==> src/hw/rtl/rcsi_pkg.sv <==
// ----------------------------------------------------------------------------
// Rover command safety interlock package
// Shared types and protocol codes for the interlock and its checker.
// ----------------------------------------------------------------------------
`default_nettype none

package rcsi_pkg;

  // Serial protocol byte codes.
  localparam logic [7:0] CODE_HELLO     = 8'hD1;
  localparam logic [7:0] CODE_ACK       = 8'hD2;
  localparam logic [7:0] CODE_FORWARD   = 8'hE1;
  localparam logic [7:0] CODE_BACKWARD  = 8'hE2;
  localparam logic [7:0] CODE_LEFT      = 8'hE3;
  localparam logic [7:0] CODE_RIGHT     = 8'hE4;
  localparam logic [7:0] CODE_STOP      = 8'hE0;
  localparam logic [7:0] CODE_DATA      = 8'hFD;
  localparam logic [7:0] CODE_BRAKE_EN  = 8'hFB;
  localparam logic [7:0] CODE_BRAKE_DIS = 8'hFC;
  localparam logic [7:0] CODE_STOP_EN   = 8'hFA;
  localparam logic [7:0] CODE_STOP_DIS  = 8'hFE;

  // Configuration register map.
  localparam int unsigned CfgIdxW = 2;
  localparam int unsigned CfgDataW = 16;
  localparam logic [CfgIdxW-1:0] CFG_BRAKE_DIST = 2'd0;
  localparam logic [CfgIdxW-1:0] CFG_DEBOUNCE   = 2'd1;

  // Register reset values.
  localparam logic [9:0]  BRAKE_DIST_RST = 10'd50;
  localparam logic [15:0] DEBOUNCE_RST   = 16'd50;

  // Maximum number of results one item produces.
  localparam int unsigned MaxRes = 3;
  localparam int unsigned ResCntW = 2;

  typedef enum logic [1:0] {
    ACT_BYTE   = 2'd0,
    ACT_DIST   = 2'd1,
    ACT_BUTTON = 2'd2,
    ACT_NONE   = 2'd3
  } action_e;

  typedef enum logic [2:0] {
    MOT_FORWARD  = 3'd0,
    MOT_BACKWARD = 3'd1,
    MOT_LEFT     = 3'd2,
    MOT_RIGHT    = 3'd3,
    MOT_STOP     = 3'd4
  } motor_e;

  typedef struct packed {
    action_e     action;
    logic [7:0]  rx_byte;
    logic [9:0]  distance_cm;
    logic [31:0] now_ms;
  } in_item_t;

  typedef struct packed {
    logic       tx_valid;
    logic [7:0] tx_byte;
    logic       motor_valid;
    motor_e     motor_cmd;
    logic       estop_led;
    logic       last;
  } out_item_t;

endpackage

`default_nettype wire

==> src/hw/rtl/rover_command_safety_interlock.sv <==
// ----------------------------------------------------------------------------
// Rover command safety interlock
// Host handshake, motor command gating, emergency stop and auto-braking.
// ----------------------------------------------------------------------------
// Usage:
//   Input items (serial byte, distance reading or button press) arrive on
//   in_valid_i / in_stall_o / in_data_i; a transfer happens when valid is
//   high and stall is low. Result items leave on out_valid_o / out_stall_i /
//   out_data_o under the same rule, one result per transfer, with last set
//   on the final result of an item. Configuration writes use cfg_valid_i /
//   cfg_ready_o with a register index and data, and are taken at any time.
//   Flow: an item is registered on acceptance, then decoded from the input
//   register into a three-entry result buffer once that buffer is free, and
//   its first result is offered from the buffer. An item may be accepted in
//   every cycle while in_stall_o is low; the result buffer drains one result
//   per cycle while out_stall_i is low, and the next item is loaded as the
//   final result of the last one transfers. Items that yield no result
//   leave the buffer free.
//   When the receiver stalls, the buffer and the input register hold and
//   in_stall_o rises once the input register is occupied.
//   Reset clears the handshake, emergency stop, braking and last press time
//   and loads both configuration registers with 50.
// ----------------------------------------------------------------------------
`default_nettype none

module rover_command_safety_interlock
  import rcsi_pkg::*;
(
  input  wire logic                clk_i,
  input  wire logic                rst_ni,
  input  wire logic                in_valid_i,
  output logic                     in_stall_o,
  input  wire in_item_t            in_data_i,
  output logic                     out_valid_o,
  input  wire logic                out_stall_i,
  output out_item_t                out_data_o,
  input  wire logic                cfg_valid_i,
  output logic                     cfg_ready_o,
  input  wire logic [CfgIdxW-1:0]  cfg_index_i,
  input  wire logic [CfgDataW-1:0] cfg_data_i
);

  // Configuration registers.
  logic [9:0]  brake_dist_q;
  logic [15:0] debounce_q;

  // Control state.
  logic        hs_done_q, hs_done_d;
  logic        estop_q, estop_d;
  logic        braking_q, braking_d;
  logic [31:0] last_press_q, last_press_d;

  // Input register.
  logic        in_vld_q;
  in_item_t    in_q;

  // Result buffer.
  out_item_t            buf_q [MaxRes];
  logic [ResCntW-1:0]   buf_cnt_q;
  logic [ResCntW-1:0]   buf_idx_q;

  // Decode results.
  out_item_t            res   [MaxRes];
  logic [ResCntW-1:0]   res_cnt;

  logic buf_done;
  logic buf_free;
  logic load;
  logic out_xfer;
  logic [31:0] gap;
  logic [7:0]  half;

  // Configuration port is always ready.
  assign cfg_ready_o = 1'b1;

  always_ff @(posedge clk_i or negedge rst_ni) begin
    if (!rst_ni) begin
      brake_dist_q <= BRAKE_DIST_RST;
      debounce_q   <= DEBOUNCE_RST;
    end else if (cfg_valid_i && cfg_ready_o) begin
      unique case (cfg_index_i)
        CFG_BRAKE_DIST: brake_dist_q <= cfg_data_i[9:0];
        CFG_DEBOUNCE:   debounce_q   <= cfg_data_i;
        default: ;
      endcase
    end
  end

  // Handshake between the input register, result buffer and output.
  assign out_valid_o = (buf_cnt_q != '0);
  assign out_xfer    = out_valid_o && !out_stall_i;
  assign buf_done    = out_xfer && (buf_idx_q == buf_cnt_q - 2'd1);
  assign buf_free    = (buf_cnt_q == '0) || buf_done;
  assign load        = in_vld_q && buf_free;
  assign in_stall_o  = in_vld_q && !buf_free;
  assign out_data_o  = buf_q[buf_idx_q];

  // Input register takes a new item whenever it is empty or moving on.
  always_ff @(posedge clk_i or negedge rst_ni) begin
    if (!rst_ni) begin
      in_vld_q <= 1'b0;
    end else if (!in_stall_o) begin
      in_vld_q <= in_valid_i;
    end
  end

  always_ff @(posedge clk_i) begin
    if (in_valid_i && !in_stall_o) begin
      in_q <= in_data_i;
    end
  end

  assign gap  = in_q.now_ms - last_press_q;
  assign half = in_q.distance_cm[9] ? 8'hFF : in_q.distance_cm[8:1];

  // Decode one item into its results and the next control state.
  always_comb begin
    hs_done_d    = hs_done_q;
    estop_d      = estop_q;
    braking_d    = braking_q;
    last_press_d = last_press_q;
    res_cnt      = '0;
    for (int k = 0; k < MaxRes; k++) begin
      res[k] = '{tx_valid: 1'b0, tx_byte: 8'h00, motor_valid: 1'b0,
                 motor_cmd: MOT_FORWARD, estop_led: 1'b0, last: 1'b0};
    end

    unique case (in_q.action)
      ACT_BYTE: begin
        if (!hs_done_q) begin
          if (in_q.rx_byte == CODE_HELLO) begin
            hs_done_d        = 1'b1;
            res[0].tx_valid  = 1'b1;
            res[0].tx_byte   = CODE_ACK;
            res_cnt          = 2'd1;
          end
        end else if (!estop_q) begin
          res[0].motor_valid = 1'b1;
          res_cnt            = 2'd1;
          unique case (in_q.rx_byte)
            CODE_FORWARD: begin
              res[0].motor_cmd = MOT_FORWARD;
              if (braking_q) begin
                res_cnt = 2'd0;
              end
            end
            CODE_BACKWARD: res[0].motor_cmd = MOT_BACKWARD;
            CODE_LEFT:     res[0].motor_cmd = MOT_LEFT;
            CODE_RIGHT:    res[0].motor_cmd = MOT_RIGHT;
            CODE_STOP:     res[0].motor_cmd = MOT_STOP;
            default:       res_cnt = 2'd0;
          endcase
        end
      end
      ACT_DIST: begin
        if (hs_done_q) begin
          res[0].tx_valid = 1'b1;
          res[0].tx_byte  = CODE_DATA;
          res[1].tx_valid = 1'b1;
          res[1].tx_byte  = half;
          res_cnt         = 2'd2;
          if (in_q.distance_cm <= brake_dist_q) begin
            braking_d          = 1'b1;
            res[2].tx_valid    = 1'b1;
            res[2].tx_byte     = CODE_BRAKE_EN;
            res[2].motor_valid = !braking_q;
            res[2].motor_cmd   = braking_q ? MOT_FORWARD : MOT_STOP;
            res_cnt            = 2'd3;
          end else if (braking_q) begin
            braking_d       = 1'b0;
            res[2].tx_valid = 1'b1;
            res[2].tx_byte  = CODE_BRAKE_DIS;
            res_cnt         = 2'd3;
          end
        end
      end
      ACT_BUTTON: begin
        if (gap >= {16'h0000, debounce_q}) begin
          estop_d         = !estop_q;
          last_press_d    = in_q.now_ms;
          res[0].tx_valid = 1'b1;
          res_cnt         = 2'd1;
          if (!estop_q) begin
            res[0].tx_byte     = CODE_STOP_EN;
            res[0].motor_valid = 1'b1;
            res[0].motor_cmd   = MOT_STOP;
          end else begin
            res[0].tx_byte = CODE_STOP_DIS;
          end
        end
      end
      ACT_NONE: ;
      default: ;
    endcase

    // The LED level is common to every result; the last flag marks the final one.
    for (int k = 0; k < MaxRes; k++) begin
      res[k].estop_led = estop_d;
      res[k].last      = (ResCntW'(k) + 2'd1 == res_cnt);
    end
  end

  // Control state advances when the decoded item is loaded.
  always_ff @(posedge clk_i or negedge rst_ni) begin
    if (!rst_ni) begin
      hs_done_q    <= 1'b0;
      estop_q      <= 1'b0;
      braking_q    <= 1'b0;
      last_press_q <= '0;
    end else if (load) begin
      hs_done_q    <= hs_done_d;
      estop_q      <= estop_d;
      braking_q    <= braking_d;
      last_press_q <= last_press_d;
    end
  end

  // Result buffer count and read index.
  always_ff @(posedge clk_i or negedge rst_ni) begin
    if (!rst_ni) begin
      buf_cnt_q <= '0;
      buf_idx_q <= '0;
    end else if (load) begin
      buf_cnt_q <= res_cnt;
      buf_idx_q <= '0;
    end else if (buf_done) begin
      buf_cnt_q <= '0;
      buf_idx_q <= '0;
    end else if (out_xfer) begin
      buf_idx_q <= buf_idx_q + 2'd1;
    end
  end

  // Result payloads.
  always_ff @(posedge clk_i) begin
    if (load) begin
      for (int k = 0; k < MaxRes; k++) begin
        buf_q[k] <= res[k];
      end
    end
  end

endmodule

`default_nettype wire

==> config.mk <==
export PLATFORM = sky130hd
export DESIGN_NAME = rover_command_safety_interlock
export DESIGN_NICKNAME = d
export VERILOG_FILES = /design/src/hw/rtl/rcsi_pkg.sv /design/src/hw/rtl/rover_command_safety_interlock.sv
export SDC_FILE = /design/constraint.sdc
export NUM_CORES = 1
export LEC_CHECK = 0
export BUFFER_PORTS_ARGS = -buffer_cell sky130_fd_sc_hd__buf_4
export CAP_MARGIN = 25
export CORE_ASPECT_RATIO = 0.7
export CORE_UTILIZATION = 40
export CTS_CLUSTER_DIAMETER = 120
export DETAILED_ROUTE_END_ITERATION = 8
export PLACE_DENSITY = 0.62
export REMOVE_ABC_BUFFERS = 1
export SLEW_MARGIN = 40
export SYNTH_ARGS = -nofsm -noshare
export SYNTH_HDL_FRONTEND = slang
export SYNTH_SLANG_ARGS = --single-unit
==> constraint.sdc <==
create_clock -name clk_i -period 3.8 [get_ports clk_i]
set_clock_uncertainty 0.05 [all_clocks]
set_input_delay 0.19 -clock clk_i [delete_from_list [all_inputs] [get_ports clk_i]]
set_output_delay 0.19 -clock clk_i [all_outputs]
set_load 0.02 [all_outputs]
==> results of run 1 <==
-- power by group through the flow --
stage	logic, mW	clock network (mW)	registers, mW
2_1_floorplan	2.88	0	2.30
3_3_place_gp	4.55	0	2.35
3_5_place_dp	4.59	0	2.35
4_1_cts	4.80	1.63	2.33
5_1_grt	5.47	1.70	2.38
6_report	4.97	1.60	2.33
-- area by class of cell --
cell class | instances | area, µm² | area share [%]
Tap cell | 270 | 338 | 2.94
Timing Repair Buffer | 269 | 2280 | 19.8
Inverter | 76 | 285 | 2.48
Clock inverter | 15 | 130 | 1.13
Multi-Input combinational cell | 526 | 4030 | 35.1
Clock buffer | 17 | 425 | 3.70
Sequential cell | 144 | 4000 | 34.8
-- timing repair --
item,4_1_cts,5_1_grt
endpoints found under the setup margin,42,42
gates cloned,1,0
gates resized for setup,15,18
pin swaps,17,18
hold buffers,70,0
endpoints found under the hold margin,139,0
setup buffers,8,4
-- logic make-up (layout without fill, tap and decap cells) --
logic type                 Yosys count  in the layout  synth area share (%)
buffers and inverters              100            377                  5.01
AOI/OAI and AO/OA                  176            176                  13.6
adders and majority gates           61             61                  9.30
xor gates and xnor gates            25             25                  2.73
muxes                               54             54                  8.53
other                                1              1                0.0452
and+or+nand+nor                    209            209                  12.5
DFF                                144            144                  48.3
-- stage by stage --
step / power (mW) / setup TNS [ps]
floorplan: 5.18 / -52170
global placement: 6.89 / -12270
CTS: 8.77 / -14270
global route: 9.54 / -23790
detailed placement: 6.94 / -16150
finish: 8.90 / -15300
-- sequential cells by signal (all words and copies together) (netlist names) --
name / flops
in_q: 52
last_press_q: 32
buf_q: 26
debounce_q: 16
brake_dist_q: 10
buf_cnt_q: 2
buf_idx_q: 2
braking_q: 1
estop_q: 1
hs_done_q: 1
in_vld_q: 1
-- worst max-delay path: stages (launching register included) --
cell and delay, ps:
dfrtp_1 360, inv_1 50, ha_1 320, a21o_1 220, a21oi_4 190, buf_4 140
nand2_1 80, a21o_1 210, a21oi_2 140, xnor2_1 150, ha_2 300, nor2_1 120
nor3_1 60, o211ai_1 100, nand3_1 120, a211oi_2 210, nand4_1 160, nor4b_4 280
buf_4 180, a211oi_4 60, buf_12 150, buf_12 150, mux2_4 300
-- worst max-delay path by stage --
stage | to | start
6_report | last_press_q[23]$_DFFE_PN0P_ | last_press_q[3]$_DFFE_PN0P_
3_5_place_dp | last_press_q[13]$_DFFE_PN0P_ | last_press_q[0]$_DFFE_PN0P_
3_3_place_gp | last_press_q[0]$_DFFE_PN0P_ | last_press_q[0]$_DFFE_PN0P_
5_1_grt | last_press_q[21]$_DFFE_PN0P_ | last_press_q[3]$_DFFE_PN0P_
4_1_cts | last_press_q[23]$_DFFE_PN0P_ | in_q[0]$_DFFE_PP_
2_1_floorplan | last_press_q[0]$_DFFE_PN0P_ | last_press_q[0]$_DFFE_PN0P_
-- layer usage --
| metal | vias to the layer above | track usage (%) | share of wire, % |
|---|---|---|---|
| met3 | 19 | 4.37 | 3.7 |
| met2 | 159 | 30.2 | 43 |
| met5 | - | 0 | 0 |
| met4 | 0 | 6.30 | 1.2 |
| met1 | 3180 | 30.1 | 52 |
| li1 | 3296 | - | - |
-- cell usage in the layout (no fill, tap or decap), types with 5 or more instances in the layout --
master	count
nand3_1	9
o21a_1	8
nand2_1	62
o211ai_1	7
dfstp_2	6
mux2_4	28
o21ai_1	5
inv_6	6
ha_1	56
mux2_2	21
dlygate4sd3_1	70
xnor2_1	15
clkbuf_16	17
nand3b_1	6
mux2i_1	5
a211oi_1	6
buf_4	191
or3_1	5
nor2_1	50
nand4_1	12
and3_1	6
and2_1	8
nor2b_1	6
a21oi_1	52
o21ai_0	31
nor3_1	11
a31oi_1	5
dfrtp_1	60
xor2_1	7
a21o_1	16
nand2b_1	9
inv_1	76
edfxtp_1	78
==> metrics.md, run 1 <==
| Metric | Value |
|---|---|
| Status | `finished with violations` |
| Violated checks | `setup timing` |
| Number of synthesized flops with an enable pin | `78` |
| Distinct cells, synth | `71` |
| CP Launch Type | `flip-flop` |
| CTS Buffer Depth | `2` |
| Via/cell ratio | `5.05` |
| Hold EP | `brake_dist_q[5]$_DFFE_PN1P_` |
| Yosys warning count | `0` |
| Sequential share of the synthesized area | `48.3%` |
| Final instance area | `11500 µm²` |
| Worst R2R Path Depth | `22` |
| FMAX | `237 MHz` |
| HPWL after DPL | `14700 µm` |
| Mapped Avg Cell Area | `10.8 µm²` |
| Number of max-cap violations | `0` |
| Hold WC Path Type | `in -> reg` |
| Clk_lat worst skew | `430 ps` |
| Root Buffer | `clkbuf_16` |
| Grt ovf | `0` |
| Diodes inserted | `0` |
| Final setup vio count | `42` |
| Htree depth | `4` |
| Routability cong. | `0.852` |
| Cell count after placement | `around 1200` |
| Net Sw Frac | `38.6%` |
| Minimum clock period | `approximately 4200 ps` |
| Routed WL | `between 20000 and 25000 µm` |
| Post-synth top cells | `edfxtp_1, inv_1, nand2_1` |
| Core area | `20100 µm²` |
| Initial DRC count | `451` |
| Post-layout util | `57.2%` |
| Synth top area cells | `edfxtp_1, dfrtp_1, ha_1` |
| Seq cells post-synth | `144` |
| RR Endpoint | `last_press_q[23]$_DFFE_PN0P_` |
| Remaining DRCs | `0` |
| Nets | `between 1000 and 1500` |
| Core Rows | `43` |
| Endpoints failing hold | `0` |
| Worst hold path depth | `4` |
| GRT Overall Usage | `20.5%` |
| Sink Count | `about 140` |
| Crit path kind | `reg -> reg` |
| DIE WIDTH | `about 170 µm` |
| Power Internal | `~5.5 mW` |
| Die height | `approximately 120 µm` |
| Most numerous cell in the Yosys netlist | `edfxtp_1` |
| Area post-placement | `between 9000 and 10000 µm²` |
| Via Count | `6654` |
| Sequential share of power | `26.2%` |
| Fraction of registers with async set/reset | `45.8%` |
| Wire per inst | `approximately 16 µm` |
| Final hold slack | `37.9 ps` |
| Primary FF master, synth | `edfxtp_1` |
| Least-Margin Pin Slew | `roughly 730 ps` |
| Leakage | `5.15 nW` |
| Post-DRT Antenna Nets | `0` |
| Worst VDD drop | `497 µV` |
| Worst Setup End Kind | `flip-flop` |
| Power density cells | `774 nW/µm²` |
| Hold Startpoint | `cfg_index_i[1]` |
| Mapped Cells | `770` |
| First-pass GRT wire length | `33900 µm` |
| Initial antenna violation count | `0` |
| Initial Util | `about two fifths` |
| Data required, critical path | `4060 ps` |
| Crit Path Max Fanout | `13` |
| Port buffer count | `91` |
| R2r startpoint | `last_press_q[3]$_DFFE_PN0P_` |
| Area added between synthesis and finish | `38.6%` |
| Total CTS buffers | `17` |
| Cell area after synthesis | `8290 µm²` |
| Place WS | `-426 ps` |
| Post-synth top area cell | `edfxtp_1` |
| Slew Viols, Final | `0` |
| Tcrit/Tclk final | `111%` |
| Io pins | `93` |
| DR pass1 iterations | `5` |
| Vias in the first global route | `6626` |
| Setup slack, reg-to-reg | `-420 ps` |
| Crit path DAT | `4480 ps` |
| Top cell type's share of synthesized area | `28.3%` |
| TritonCTS clock tree | `done` |
| Final Non-Filler Cells | `1317` |
| Largest net degree at the start of global routing | `67` |
| Clock share of power | `17.9%` |
| Clock Pin Slew Worst Setup and Hold Paths | `~60 ps` |
| Layout cells sized above 1 | `30.3%` |
| Slew Limit Headroom | `51.2%` |
| Filler cell count | `1707` |
| Psw | `roughly 3.4 mW` |
| Combinational Power Share | `55.9%` |
| Unrepaired setup endpoints after global routing | `yes` |
| Worst Slack Setup Final | `-423 ps` |
| Die area | `21300 µm²` |
(Power assumes the default switching activity.)
==> inputs of run 2 (changes only) <==
- TNS_END_PERCENT: unset -> 30
==> run 2 against run 1 <==
The flow still finishes with violations (setup timing). Fmax barely moved. Routed wire length fell by 0.11%. Critical path depth did not move. Sequential share of layout area did not move. Via count fell by 0.12%. Clock power barely moved. Worst setup slack barely moved. Combinational power barely moved. Critical path type unchanged. Critical endpoint unchanged. Largest power group unchanged.
==> metrics.md, run 2 (synthesis results as in run 1) <==
| Metric | Value |
|---|---|
| Status | `finished with violations` |
| Violated checks | `setup timing` |
| Slew Viols, Final | `0` |
| Area added between synthesis and finish | `38.6%` |
| HPWL after DPL | `roughly 15000 µm` |
| Minimum clock period | `around 4200 ps` |
| Nets | `1170` |
| CTS Buffer Depth | `2` |
| Bufs and invs on worst path | `5` |
| Initial Util | `approximately two fifths` |
| Routability cong. | `0.852` |
| Via/cell ratio | `5.05` |
| Routed WL | `a little over 20000 µm` |
| Root Buffer | `clkbuf_16` |
| Core Rows | `43` |
| Largest stage delay, worst path | `360 ps` |
| Post-DRT Antenna Nets | `0` |
| Slew Limit Headroom | `51.4%` |
| Biggest register | `in_q` |
| Final instance area | `between 10000 and 15000 µm²` |
| Number of max-cap violations | `0` |
| Crit path DAT | `4480 ps` |
| Power density cells | `774 nW/µm²` |
| Least-Margin Pin Slew | `726 ps` |
| Area post-placement | `9970 µm²` |
| Io pins | `93` |
| Hold WC Path Type | `in -> reg` |
| Worst path cell trace | `inv_1 > ha_1 > a21o_1 > a21oi_4 > buf_4 > nand2_1 > a21o_1 > a21oi_2 > xnor2_1 > ha_2 > nor2_1 > nor3_1 > o211ai_1 > nand3_1 > a211oi_2 > nand4_1 > nor4b_4 > buf_4 > a211oi_4 > buf_12 > buf_12 > mux2_4` |
| DR pass1 iterations | `5` |
| GRT Overall Usage | `roughly a fifth` |
| Place WS | `-426 ps` |
| Hold Startpoint | `cfg_index_i[1]` |
| Clk_lat worst skew | `between 400 and 500 ps` |
| CP top delay family | `compound AO/OA/AOI/OAI gates` |
| Crit-path slowest cell | `dfrtp_1` |
| R2r startpoint | `last_press_q[3]$_DFFE_PN0P_` |
| Grt ovf | `0` |
| Core area | `20100 µm²` |
| Worst R2R Path Depth | `22` |
| Hold EP | `brake_dist_q[5]$_DFFE_PN1P_` |
| Initial antenna violation count | `0` |
| Worst Setup End Kind | `flip-flop` |
| Clock Pin Slew Worst Setup and Hold Paths | `~60 ps` |
| Vias in the first global route | `between 6000 and 7000` |
| Unrepaired setup endpoints after global routing | `yes` |
| Data required, critical path | `4060 ps` |
| Largest net degree at the start of global routing | `67` |
| Biggest regs | `in_q (52), last_press_q (32), buf_q (26)` |
| Setup slack, reg-to-reg | `-420 ps` |
| Layout cells sized above 1 | `30.3%` |
| First-pass GRT wire length | `33900 µm` |
| Worst Slack Setup Final | `-423 ps` |
| Initial DRC count | `441` |
| Crit path kind | `reg -> reg` |
| Leakage | `5.15 nW` |
| Max reg flops | `52` |
| RR Endpoint | `last_press_q[23]$_DFFE_PN0P_` |
| Crit Path Max Fanout | `13` |
| Tcrit/Tclk final | `111%` |
| Via Count | `6646` |
| DIE WIDTH | `~170 µm` |
| Htree depth | `4` |
| Most frequent cells in the layout | `buf_4, edfxtp_1, inv_1, dlygate4sd3_1, nand2_1` |
| Worst VDD drop | `497 µV` |
| Die height | `122 µm` |
| Remaining DRCs | `0` |
| TritonCTS clock tree | `done` |
| Wire per inst | `~16 µm` |
| Total CTS buffers | `17` |
| Endpoints failing hold | `0` |
| Diodes inserted | `0` |
| CP Launch Type | `flip-flop` |
| Die area | `21300 µm²` |
| Most common cell after layout, fill and taps aside | `buf_4` |
| Sink Count | `144` |
| Worst hold path depth | `4` |
| Final setup vio count | `42` |
| Port buffer count | `between 90 and 100` |
| FMAX | `237 MHz` |
==> run 2: cell counts in the layout (fill, tap and decap cells not counted) <==
No cell type changed its count.
==> run 2: where the power goes <==
group          switching [mW]  internal (mW)
combinational            2.52           2.45
sequential              0.224           2.10
clock                   0.692          0.905
total                    3.43           5.46
==> run 2: worst max path at each step <==
stage	from	end	slack, ps	depth (start not counted)
4_1_cts	in_q[0]$_DFFE_PP_	last_press_q[23]$_DFFE_PN0P_	-390	24
3_3_place_gp	last_press_q[0]$_DFFE_PN0P_	last_press_q[0]$_DFFE_PN0P_	-340	22
2_1_floorplan	last_press_q[0]$_DFFE_PN0P_	last_press_q[0]$_DFFE_PN0P_	-1670	20
3_5_place_dp	last_press_q[0]$_DFFE_PN0P_	last_press_q[13]$_DFFE_PN0P_	-430	22
6_report	last_press_q[3]$_DFFE_PN0P_	last_press_q[23]$_DFFE_PN0P_	-420	22
5_1_grt	last_press_q[3]$_DFFE_PN0P_	last_press_q[21]$_DFFE_PN0P_	-630	22
==> run 2: through the flow <==
stage	TNS (ps)	std cells	utilization, %	hold WS (ps)	power [mW]
finish	-15280	1317	57.2	37.7	8.89
global placement	-12270	1203	49.6	316	6.89
global route	-23790	1317	57.2	47.8	9.54
floorplan	-52170	746	-	-156	5.18
CTS	-14270	1314	56.7	11.6	8.77
detailed placement	-16150	1204	49.7	189	6.94
==> run 2: layer usage <==
| layer | global-route usage, % | part of all wire (%) |
|---|---|---|
| met5 | 0 | 0 |
| met4 | 6.30 | 1.2 |
| met3 | 4.37 | 3.6 |
| met2 | 30.2 | 43 |
| met1 | 30.1 | 52 |
==> run 2: timing repair <==
action / in CTS / in global routing
hold buffers: 70 / 0
buffers inserted: 8 / 4
pin swaps: 17 / 18
hold endpoints to repair: 139 / 0
setup endpoints to repair: 42 / 42
gates cloned: 1 / 0
gates resized for setup: 15 / 18
==> run 2: layout make-up <==
class                      count  area (µm²)
sequential                   144        4000
clock buffer                  17         425
clock inverter                15         130
timing repair buffer         269        2280
tap                          270         338
fill                        1707        8580
inverter                      76         285
multi-input combinational    526        4030
==> run 2: tightest hold or removal path, stage by stage <==
cell	delay (ps)
buf_4	90
nor3b_4	80
nand2_1	70
o21ai_0	70
